$ cat src/cswpd_pkg.sv
// Package for the CSW pulse decoder: constants and the command and status
// structs shared by the controller and the datapath. No dependencies.
package cswpd_pkg;

  localparam int unsigned TickRate  = 3500000;
  localparam int unsigned DivBits   = 54;
  localparam int unsigned CntBits   = $clog2(DivBits);
  localparam int unsigned ChunkBits = 22;

  localparam logic [31:0] SampleRateReset = 32'd44100;
  localparam logic [32:0] ChunkMax        = 33'h0_FFFF_FFFF;

  typedef struct packed {
    logic accept;
    logic mul;
    logic div_step;
    logic sum;
    logic fix;
    logic load_out;
  } ctrl_cmd_t;

  typedef struct packed {
    logic pulse;
    logic premature;
    logic div_last;
  } dp_status_t;

endpackage

$ cat src/cswpd_datapath.sv
// Datapath of the CSW pulse decoder: escape parser, tick multiply, bit-serial
// division, chunk split and output registers. Depends on cswpd_pkg.
module cswpd_datapath import cswpd_pkg::*; (
  input  logic                 clk_i,
  input  logic                 rst_ni,
  input  ctrl_cmd_t            cmd_i,
  output dp_status_t           status_o,
  input  logic [31:0]          sample_rate_i,
  input  logic                 initial_level_i,
  input  logic [7:0]           data_byte_i,
  input  logic                 block_first_i,
  input  logic                 block_last_i,
  output logic [ChunkBits-1:0] full_chunks_o,
  output logic [31:0]          final_duration_o,
  output logic                 pulse_level_o,
  output logic                 premature_end_o,
  output logic [31:0]          pulses_so_far_o
);

  logic [2:0]  esc_phase_q, esc_phase_d;
  logic [31:0] long_q, long_d;
  logic        level_q, level_d;
  logic [31:0] total_q, total_d;

  logic [31:0] samples_q;
  logic        pend_level_q;
  logic        pend_prem_q;
  logic [31:0] pend_total_q;

  logic [31:0]        div_q;
  logic [DivBits-1:0] quo_q;
  logic [31:0]        rem_q;
  logic [CntBits-1:0] cnt_q;

  logic                 zero_q;
  logic [ChunkBits-1:0] hi_q;
  logic [32:0]          sum_q;
  logic [ChunkBits-1:0] res_chunks_q;
  logic [31:0]          res_fin_q;

  logic        eff_level;
  logic [2:0]  eff_phase;
  logic [31:0] eff_long;
  logic [31:0] eff_total;
  logic [1:0]  byte_idx;
  logic [31:0] long_new;
  logic [2:0]  phase_new;
  logic        pulse;
  logic        premature;
  logic [31:0] samples;

  always_comb begin
    eff_phase = block_first_i ? 3'd0 : esc_phase_q;
    eff_long  = block_first_i ? 32'd0 : long_q;
    eff_total = block_first_i ? 32'd0 : total_q;
    eff_level = block_first_i ? initial_level_i : level_q;
    byte_idx  = 2'(3'd4 - eff_phase);
    long_new  = eff_long | (32'(data_byte_i) << {byte_idx, 3'b000});
    pulse     = 1'b0;
    samples   = 32'(data_byte_i);
    phase_new = eff_phase;
    long_d    = eff_long;
    if (eff_phase == 3'd0) begin
      if (data_byte_i != 8'd0) begin
        pulse = 1'b1;
      end else begin
        phase_new = 3'd4;
        long_d    = 32'd0;
      end
    end else begin
      phase_new = eff_phase - 3'd1;
      long_d    = long_new;
      samples   = long_new;
      pulse     = (phase_new == 3'd0);
    end
    premature   = block_last_i && (phase_new != 3'd0);
    esc_phase_d = premature ? 3'd0 : phase_new;
    if (premature) begin
      long_d = 32'd0;
    end
    level_d = pulse ? ~eff_level : eff_level;
    total_d = pulse ? eff_total + 32'd1 : eff_total;
  end

  assign status_o.pulse     = pulse;
  assign status_o.premature = premature;
  assign status_o.div_last  = (cnt_q == '0);

  always_ff @(posedge clk_i or negedge rst_ni) begin
    if (!rst_ni) begin
      esc_phase_q <= 3'd0;
      long_q      <= 32'd0;
      level_q     <= 1'b0;
      total_q     <= 32'd0;
      cnt_q       <= '0;
    end else begin
      if (cmd_i.accept) begin
        esc_phase_q <= esc_phase_d;
        long_q      <= long_d;
        level_q     <= level_d;
        total_q     <= total_d;
      end
      if (cmd_i.mul) begin
        cnt_q <= CntBits'(DivBits - 1);
      end else if (cmd_i.div_step && cnt_q != '0) begin
        cnt_q <= cnt_q - CntBits'(1);
      end
    end
  end

  logic [32:0] trial;
  logic        ge;
  logic [DivBits-1:0] ticks_m1;
  logic [32:0] sum_red;

  assign trial    = {rem_q, quo_q[DivBits-1]};
  assign ge       = trial >= {1'b0, div_q};
  assign ticks_m1 = quo_q - DivBits'(1);
  assign sum_red  = sum_q - ChunkMax;

  always_ff @(posedge clk_i) begin
    if (cmd_i.accept) begin
      samples_q    <= samples;
      pend_level_q <= eff_level;
      pend_prem_q  <= premature;
      pend_total_q <= total_d;
    end
    if (cmd_i.mul) begin
      quo_q <= DivBits'(samples_q) * DivBits'(TickRate);
      rem_q <= 32'd0;
      div_q <= (sample_rate_i == 32'd0) ? 32'd1 : sample_rate_i;
    end else if (cmd_i.div_step) begin
      quo_q <= {quo_q[DivBits-2:0], ge};
      rem_q <= ge ? 32'(trial - {1'b0, div_q}) : trial[31:0];
    end
    if (cmd_i.sum) begin
      zero_q <= (quo_q == '0);
      hi_q   <= ticks_m1[DivBits-1:32];
      sum_q  <= 33'(ticks_m1[DivBits-1:32]) + 33'(ticks_m1[31:0]);
    end
    if (cmd_i.fix) begin
      if (zero_q) begin
        res_chunks_q <= '0;
        res_fin_q    <= 32'd0;
      end else if (sum_q >= ChunkMax) begin
        res_chunks_q <= hi_q + ChunkBits'(1);
        res_fin_q    <= sum_red[31:0] + 32'd1;
      end else begin
        res_chunks_q <= hi_q;
        res_fin_q    <= sum_q[31:0] + 32'd1;
      end
    end
    if (cmd_i.load_out) begin
      full_chunks_o    <= pend_prem_q ? '0 : res_chunks_q;
      final_duration_o <= pend_prem_q ? 32'd0 : res_fin_q;
      pulse_level_o    <= pend_level_q;
      premature_end_o  <= pend_prem_q;
      pulses_so_far_o  <= pend_total_q;
    end
  end

endmodule

$ cat src/cswpd_ctrl.sv
// Controller of the CSW pulse decoder: sequences accept, multiply, division,
// chunk split and output beat. Depends on cswpd_pkg.
module cswpd_ctrl import cswpd_pkg::*; (
  input  logic       clk_i,
  input  logic       rst_ni,
  input  logic       in_valid_i,
  output logic       in_stall_o,
  output logic       out_valid_o,
  input  logic       out_stall_i,
  input  dp_status_t status_i,
  output ctrl_cmd_t  cmd_o
);

  localparam logic [2:0] StIdle = 3'd0;
  localparam logic [2:0] StMul  = 3'd1;
  localparam logic [2:0] StDiv  = 3'd2;
  localparam logic [2:0] StSum  = 3'd3;
  localparam logic [2:0] StFix  = 3'd4;
  localparam logic [2:0] StOut  = 3'd5;

  logic [2:0] state_q, state_d;
  logic       out_valid_q, out_valid_d;
  logic       out_free;

  assign out_free   = !out_valid_q || !out_stall_i;
  assign in_stall_o = (state_q != StIdle);
  assign out_valid_o = out_valid_q;

  always_comb begin
    state_d  = state_q;
    cmd_o    = '0;
    case (state_q)
      StIdle: begin
        cmd_o.accept = in_valid_i;
        if (in_valid_i && status_i.pulse) begin
          state_d = StMul;
        end else if (in_valid_i && status_i.premature) begin
          state_d = StOut;
        end
      end
      StMul: begin
        cmd_o.mul = 1'b1;
        state_d   = StDiv;
      end
      StDiv: begin
        cmd_o.div_step = 1'b1;
        if (status_i.div_last) begin
          state_d = StSum;
        end
      end
      StSum: begin
        cmd_o.sum = 1'b1;
        state_d   = StFix;
      end
      StFix: begin
        cmd_o.fix = 1'b1;
        state_d   = StOut;
      end
      StOut: begin
        if (out_free) begin
          cmd_o.load_out = 1'b1;
          state_d        = StIdle;
        end
      end
      default: begin
        state_d = StIdle;
      end
    endcase
    out_valid_d = cmd_o.load_out ? 1'b1 : (out_valid_q && out_stall_i);
  end

  always_ff @(posedge clk_i or negedge rst_ni) begin
    if (!rst_ni) begin
      state_q     <= StIdle;
      out_valid_q <= 1'b0;
    end else begin
      state_q     <= state_d;
      out_valid_q <= out_valid_d;
    end
  end

  a_excl_result: assert property (@(posedge clk_i) disable iff (!rst_ni)
    cmd_o.accept |-> !(status_i.pulse && status_i.premature))
    else $error("pulse and premature end flagged for one beat");

  a_pulse_starts_mul: assert property (@(posedge clk_i) disable iff (!rst_ni)
    (cmd_o.accept && status_i.pulse) |=> (state_q == StMul))
    else $error("pulse beat did not start the multiply");

  a_mul_to_div: assert property (@(posedge clk_i) disable iff (!rst_ni)
    (state_q == StMul) |=> (state_q == StDiv && !status_i.div_last))
    else $error("division not started after multiply");

  a_out_loads: assert property (@(posedge clk_i) disable iff (!rst_ni)
    (state_q == StOut && !out_valid_q) |=> (out_valid_q && state_q == StIdle))
    else $error("result not loaded into a free output register");

endmodule

$ cat src/csw_pulse_decoder_core.sv
// Top level of the CSW pulse decoder: configuration registers and the
// controller and datapath. Depends on cswpd_pkg, cswpd_ctrl, cswpd_datapath.
//
// Each input beat is one byte of a CSW pulse data block. A byte that adds no
// result (an escape byte) is taken without stalling the input. A premature end
// is loaded into the output register from the output state, which follows the
// accepting idle state. A byte that completes a pulse is loaded into the output
// register after the multiply, the 54-step bit-serial division of the 54-bit
// tick product by the sample rate, the chunk split and the correction. The
// input is stalled until the result sits in the output register, so the next
// byte can be taken only after that. A stalled output beat holds the block for
// as long as the stall lasts.
module csw_pulse_decoder_core import cswpd_pkg::*; (
  input  logic                 clk_i,
  input  logic                 rst_ni,
  input  logic                 psel,
  input  logic                 penable,
  input  logic                 pwrite,
  input  logic [2:0]           paddr,
  input  logic [31:0]          pwdata,
  output logic [31:0]          prdata,
  output logic                 pready,
  input  logic                 in_valid_i,
  output logic                 in_stall_o,
  input  logic [7:0]           data_byte_i,
  input  logic                 block_first_i,
  input  logic                 block_last_i,
  output logic                 out_valid_o,
  input  logic                 out_stall_i,
  output logic [ChunkBits-1:0] full_chunks_o,
  output logic [31:0]          final_duration_o,
  output logic                 pulse_level_o,
  output logic                 premature_end_o,
  output logic [31:0]          pulses_so_far_o
);

  localparam logic RegSampleRate = 1'b0;
  localparam logic RegInitLevel  = 1'b1;

  logic [31:0] sample_rate_q;
  logic        initial_level_q;
  logic        cfg_write;
  ctrl_cmd_t   cmd;
  dp_status_t  status;

  assign pready    = 1'b1;
  assign cfg_write = psel && penable && pwrite && pready;

  always_ff @(posedge clk_i or negedge rst_ni) begin
    if (!rst_ni) begin
      sample_rate_q   <= SampleRateReset;
      initial_level_q <= 1'b0;
    end else if (cfg_write) begin
      case (paddr[2])
        RegSampleRate: sample_rate_q   <= pwdata;
        RegInitLevel:  initial_level_q <= pwdata[0];
        default: begin
        end
      endcase
    end
  end

  always_comb begin
    case (paddr[2])
      RegSampleRate: prdata = sample_rate_q;
      RegInitLevel:  prdata = {31'd0, initial_level_q};
      default:       prdata = 32'd0;
    endcase
  end

  cswpd_ctrl u_ctrl (
    .clk_i       (clk_i),
    .rst_ni      (rst_ni),
    .in_valid_i  (in_valid_i),
    .in_stall_o  (in_stall_o),
    .out_valid_o (out_valid_o),
    .out_stall_i (out_stall_i),
    .status_i    (status),
    .cmd_o       (cmd)
  );

  cswpd_datapath u_datapath (
    .clk_i            (clk_i),
    .rst_ni           (rst_ni),
    .cmd_i            (cmd),
    .status_o         (status),
    .sample_rate_i    (sample_rate_q),
    .initial_level_i  (initial_level_q),
    .data_byte_i      (data_byte_i),
    .block_first_i    (block_first_i),
    .block_last_i     (block_last_i),
    .full_chunks_o    (full_chunks_o),
    .final_duration_o (final_duration_o),
    .pulse_level_o    (pulse_level_o),
    .premature_end_o  (premature_end_o),
    .pulses_so_far_o  (pulses_so_far_o)
  );

endmodule

$ cat config.mk
export PLATFORM = sky130hd
export DESIGN_NAME = csw_pulse_decoder_core
export DESIGN_NICKNAME = d
export VERILOG_FILES = /design/src/cswpd_pkg.sv /design/src/cswpd_datapath.sv /design/src/cswpd_ctrl.sv /design/src/csw_pulse_decoder_core.sv
export SDC_FILE = /design/constraint.sdc
export NUM_CORES = 2
export LEC_CHECK = 0
export BUFFER_PORTS_ARGS = -buffer_cell sky130_fd_sc_hd__buf_2
export CORE_ASPECT_RATIO = 0.7
export CORE_UTILIZATION = 55
export DETAILED_ROUTE_END_ITERATION = 7
export PLACE_DENSITY = 0.86
export SLEW_MARGIN = 20
export SYNTH_ARGS = -nofsm -noshare
export SYNTH_HDL_FRONTEND = slang
export SYNTH_SLANG_ARGS = --single-unit
export TNS_END_PERCENT = 1
$ cat constraint.sdc
create_clock -name clk_i -period 6.2 [get_ports clk_i]
set_input_delay 0.31 -clock clk_i [delete_from_list [all_inputs] [get_ports clk_i]]
set_output_delay 0.31 -clock clk_i [all_outputs]
set_load 0.02 [all_outputs]
* Word level (Yosys, flattened, before mapping)
Index checks and enable logic that the tools add are counted.
** Word-level totals
- Bits of input ports :: 52
- Bits in registers :: 493
- Output and inout port bits :: 123
** Cells by class
- Order comparisons :: 2
- Eq/ne operators :: 8
- $add $sub $neg :: 11
- Bitwise logic cells :: 3
- Multiplexer cells :: 36
- Multipliers :: 1
- Shift operators :: 1
- Reduce and logical (&&, ||, !) cells :: 25
** Operator list (number)
- $mux W32 :: 8
- $mux W54 :: 2
- $add A32 B1 Y32 const B :: 3
- $pmux W32 S2 :: 1
- $logic_not A54 Y1 :: 1
- $sub A54 B1 Y54 const B :: 1
- $mul A32 B17 Y49 const B :: 1
- $add A22 B32 Y33 :: 1
- $ge A33 B32 Y1 :: 1
- $ge A33 B32 Y1 const B :: 1
- $logic_not A32 Y1 :: 1
- $or A32 B32 Y32 :: 1
- $shl A8 B5 Y32 :: 1
- $sub A32 B32 Y32 :: 1
- $sub A32 B32 Y32 const B :: 1
- $mux W3 :: 8
- $add A22 B1 Y22 const B :: 1
- $mux W22 :: 1
- $pmux W3 S6 :: 1
- $mux W1 :: 12
- $mux W6 :: 2
- $logic_not A3 Y1 :: 3
- $mux W8 :: 1
- $reduce_bool A8 Y1 :: 1
- 19 further kinds :: 32

* Depth between registers and ports, before layout
- Depth after elaboration :: 9
- Depth in mapped cells :: 23
- Mapped depth without buffers :: 23

* By module
From an unflattened synthesis, not the netlist that was laid out.
** Unflattened totals
- Cell total of the unflattened synthesis :: 3502
- Area total of the unflattened synthesis :: 36849.1 um2
** By module, submodules not included
- cswpd_datapath :: times used 1, cells an instance 3368, area each 34974.8 um2
- csw_pulse_decoder_core :: times used 1, cells an instance 108, area each 1609.0 um2
- cswpd_ctrl :: times used 1, cells an instance 26, area each 265.3 um2

* Worst setup path after synthesis
Ideal clock, no wire load.
- Path type :: register to register
- From :: reg u_datapath.samples_q[3]
- To :: reg u_datapath.quo_q[50] (data pin)
- Slack :: -0.112 ns
- Period minus slack after synthesis :: 6.312 ns
- Required time :: 5.943 ns
- Cell stages (with the launch flop) :: 21
- Path buffers :: 0
- Arrival :: 6.055 ns
- Cells stage by stage :: edfxtp_1 ha_1 xor2_1 ha_1 or2_2 fa_1 fa_1 fa_1 inv_1 fa_1 inv_1 ha_1 a21oi_1 o21ai_0 or3_1 a211oi_1 o21ai_0 a31oi_1 a221oi_1 or3_1 a32o_1
** On the way
- Word-level cells in the longest chain between the ends :: 2
** RTL lines
- from (decl) :: line cswpd_datapath.sv:25 : logic [31:0] samples_q;
- from (signal assigned) :: line cswpd_datapath.sv:123 : samples_q <= samples;
- $mul A32 B17 Y49 :: line cswpd_datapath.sv:129 : quo_q <= DivBits'(samples_q) * DivBits'(TickRate);
- $mux W54 :: line cswpd_datapath.sv:128 : if (cmd_i.mul) begin
- to (signal assigned) :: line cswpd_datapath.sv:129
- to (signal assigned) :: line cswpd_datapath.sv:133 : quo_q <= {quo_q[DivBits-2:0], ge};
- to (decl) :: line cswpd_datapath.sv:31 : logic [DivBits-1:0] quo_q;
No other way between the ends.
A chain may end at the register's enable or synchronous reset.

* Worst setup path after layout
Same ends and word-level chain as after synthesis.

==> flow_summary.toml <==
[outcome]
status = "finished with violations"
violations = "setup timing"

[finish]
fillers = 4607
seq_area_um2 = 13900
final_common_cell = "inv_1"
reg.largest.list = "u_datapath.quo_q (54), u_datapath.sum_q (33)"
stdcell_area_um2 = 42100
fin_nets = 4400
multi_input_area_um2 = 20600
area_growth_pct = 16.7
regMostFlops = "u_datapath.quo_q"
drive_above_1_share = 0.176
postLayoutCoreUtil = 0.649
largest_reg_flops = 54
final_cell_mix = "inv_1 (487), edfxtp_1 (345), fa_1 (259)"

[critical_path]
cp_data_required_time_ps = 6540
slowest_stage = "fa_1"
r2r-start = "u_datapath.samples_q[3]"
worst-r2r-cell-count = 21
cp-start-kind = "register"
cp_max_fo = 4
endpoint = "u_datapath.quo_q[50]"
rr_endpoint = "u_datapath.quo_q[50]"
cp.arrival_ps = 6590
rrSetupSlack_ps = -50
path_cells = "buf_4 -> ha_4 -> xor2_2 -> ha_1 -> or2_2 -> fa_1 -> fa_1 -> fa_1 -> inv_2 -> fa_1 -> inv_2 -> ha_4 -> a21oi_4 -> o21ai_2 -> or3_4 -> a211oi_4 -> o21ai_4 -> a31oi_4 -> a221oi_2 -> or3_1 -> a32o_1"
cp_slowest_stage_delay_ps = 600
worstSetupEndpointType = "register"
critical_path_class = "reg -> reg"
cp-startpoint = "u_datapath.samples_q[3]"
critical_path.most_common_cell = "fa_1"

[synth]
syn_inst = 3433
synth_top_area_frac = 0.287
avgSynthCellArea_um2 = 10.5
synthFlopType = "edfxtp_1"
synth_area_um2 = 36100
synth_edf_count = 345
synth_nets = 4049
yosysUniqueCellTypes = 79
synth-seq-cells = 493
synth-warning-count = 0
synth_top_cell_by_area = "edfxtp_1"
synth_area_leaders = "edfxtp_1 (29%), fa_1 (15%), ha_1 (10%)"
async_flop_share = 0.225
seq_area_frac_synth = 0.385

[drt]
drt_iter0_drc = 2671
vias = 27300
drt-pass1-iter-count = 8
routedWlPerCell_um = 20.3
drc = 0
wl_mm = 95.6
avgViaCountPerCell = 5.82
antenna_left = 0

[sta]
hold_violations = 0
setup_ws_ps = -50.1
fmax_mhz = 160
setup_viol = 1
maxSlewHeadroom = 0.284
min_period_ps = 6250
rsz0062_at_grt = "yes"
fin_skew_ps = 35.8
layout_worst_path_cycle_share = 1.01
finalMaxSlewViolations = 0
tightest_slew_ps = 1070

[place]
hpwlAfterDp_mm = 64.5
place_congestion = 0.947
postPlaceCellArea_um2 = 38900
dp_slack_ps = -294
numPortBuffers = 171

[global_route]
grt_pass1_vias = 26300
grt_usage = 0.266
grt_max_degree = 88
grt_pass1_wl_mm = 141
antenna_found_initial = 2
globalRoute.totalOverflow = 0

[worst_hold_path]
hp-start = "block_last_i"
hold_class = "in -> reg"

[floorplan]
coreArea_um2 = 64800
die-area_um2 = 66600
fp-row-count = 78
start_util = 0.556
fp.dieH_um = 216
die_w_um = 308
num_io_pins = 175

[cts]
clk_pin_slew_worst_paths_ps = 70
cts_made_buffers = 44
cts_tree = "done"
ctsHtreeMaxLevel = 2
cts-root-buf = "clkbuf_16"
clock_path_buffers = 3
clk_latency_ps = 600
cts.sinks = 493

[run]
cap_violations = 0
[worst max-delay path, delay by kind of cell, from the launching register on]
kind | cells | cell delay, ps
adder cells (fa/ha/maj) | 7 | 2740
AND/OR/NAND/NOR | 3 | 1050
XOR/XNOR | 1 | 190
flip-flops | 1 | 500
buffers and inverters | 3 | 290
AO/OA/AOI/OAI | 7 | 1250
[cells in the mapped netlist (all sizes together) (57+ instances only)]
cell type / instances
dfrtp: 105
xnor2: 123
fa: 271
a21o: 74
ha: 293
nand2: 217
xor2: 115
nor3: 65
clkbuf: 129
nor2: 240
nor2b: 127
edfxtp: 345
nand3: 59
a21oi: 125
a22o: 57
o21ai: 142
inv: 508
[worst min-delay path by stage]
stage / endpoint / slack (ps) / depth (start not counted)
after floorplan: initial_level_q / 10 / 0
after global placement: sample_rate_q[26] / 340 / 1
after detailed placement: sample_rate_q[26] / 340 / 1
after CTS: u_datapath.esc_phase_q[2] / 1 / 2
after global routing: u_datapath.esc_phase_q[1] / 30 / 2
final: u_datapath.esc_phase_q[1] / 20 / 2
[routing by layer]
layer / GRT usage / vias to the layer above / wire (um)
li1: - / 12300 / -
met1: 0.387 / 13200 / 39700
met2: 0.400 / 1593 / 42500
met3: 0.0550 / 325 / 9740
met4: 0.0781 / 0 / 3690
met5: 0 / - / 0
[layout make-up]
type	count	share of cell area
repair buffers	442	0.0738
clock buffers	55	0.0284
multi-input cells	2293	0.489
clock inverters	27	0.00732
inverters	510	0.0455
well taps	880	0.0262
diodes	1	0.0000595
flip-flops and latches	493	0.330
[repair_timing]
action / CTS / global route
endpoints found under the setup margin: 14 / 22
setup buffers: 4 / 49
gates resized for setup: 22 / 149
hold buffers: 33 / 1
pin swaps: 4 / 112
endpoints found under the hold margin: 69 / 2
[logic make-up after synthesis]
group                      synth area share
and+or+nand+nor                       0.123
buffers and inverters                0.0678
adders and majority gates             0.252
AOI/OAI and AO/OA                    0.0970
DFF                                   0.385
xor gates and xnor gates             0.0578
muxes                                0.0174
other                              0.000104
[through the flow]
stage | TNS [ps] | hold slack (ps) | instances
3_5_place_dp | -1930 | 343 | 4531
5_1_grt | -1230 | 25.8 | 4701
2_1_floorplan | 0 | 14.4 | 3433
4_1_cts | -56.3 | 1.46 | 4650
6_report | -50.1 | 15.5 | 4701
3_3_place_gp | -558 | 337 | 4531
Power is not shown: default switching activity piles up to over one toggle a cycle in this logic, so the estimate is an artifact.
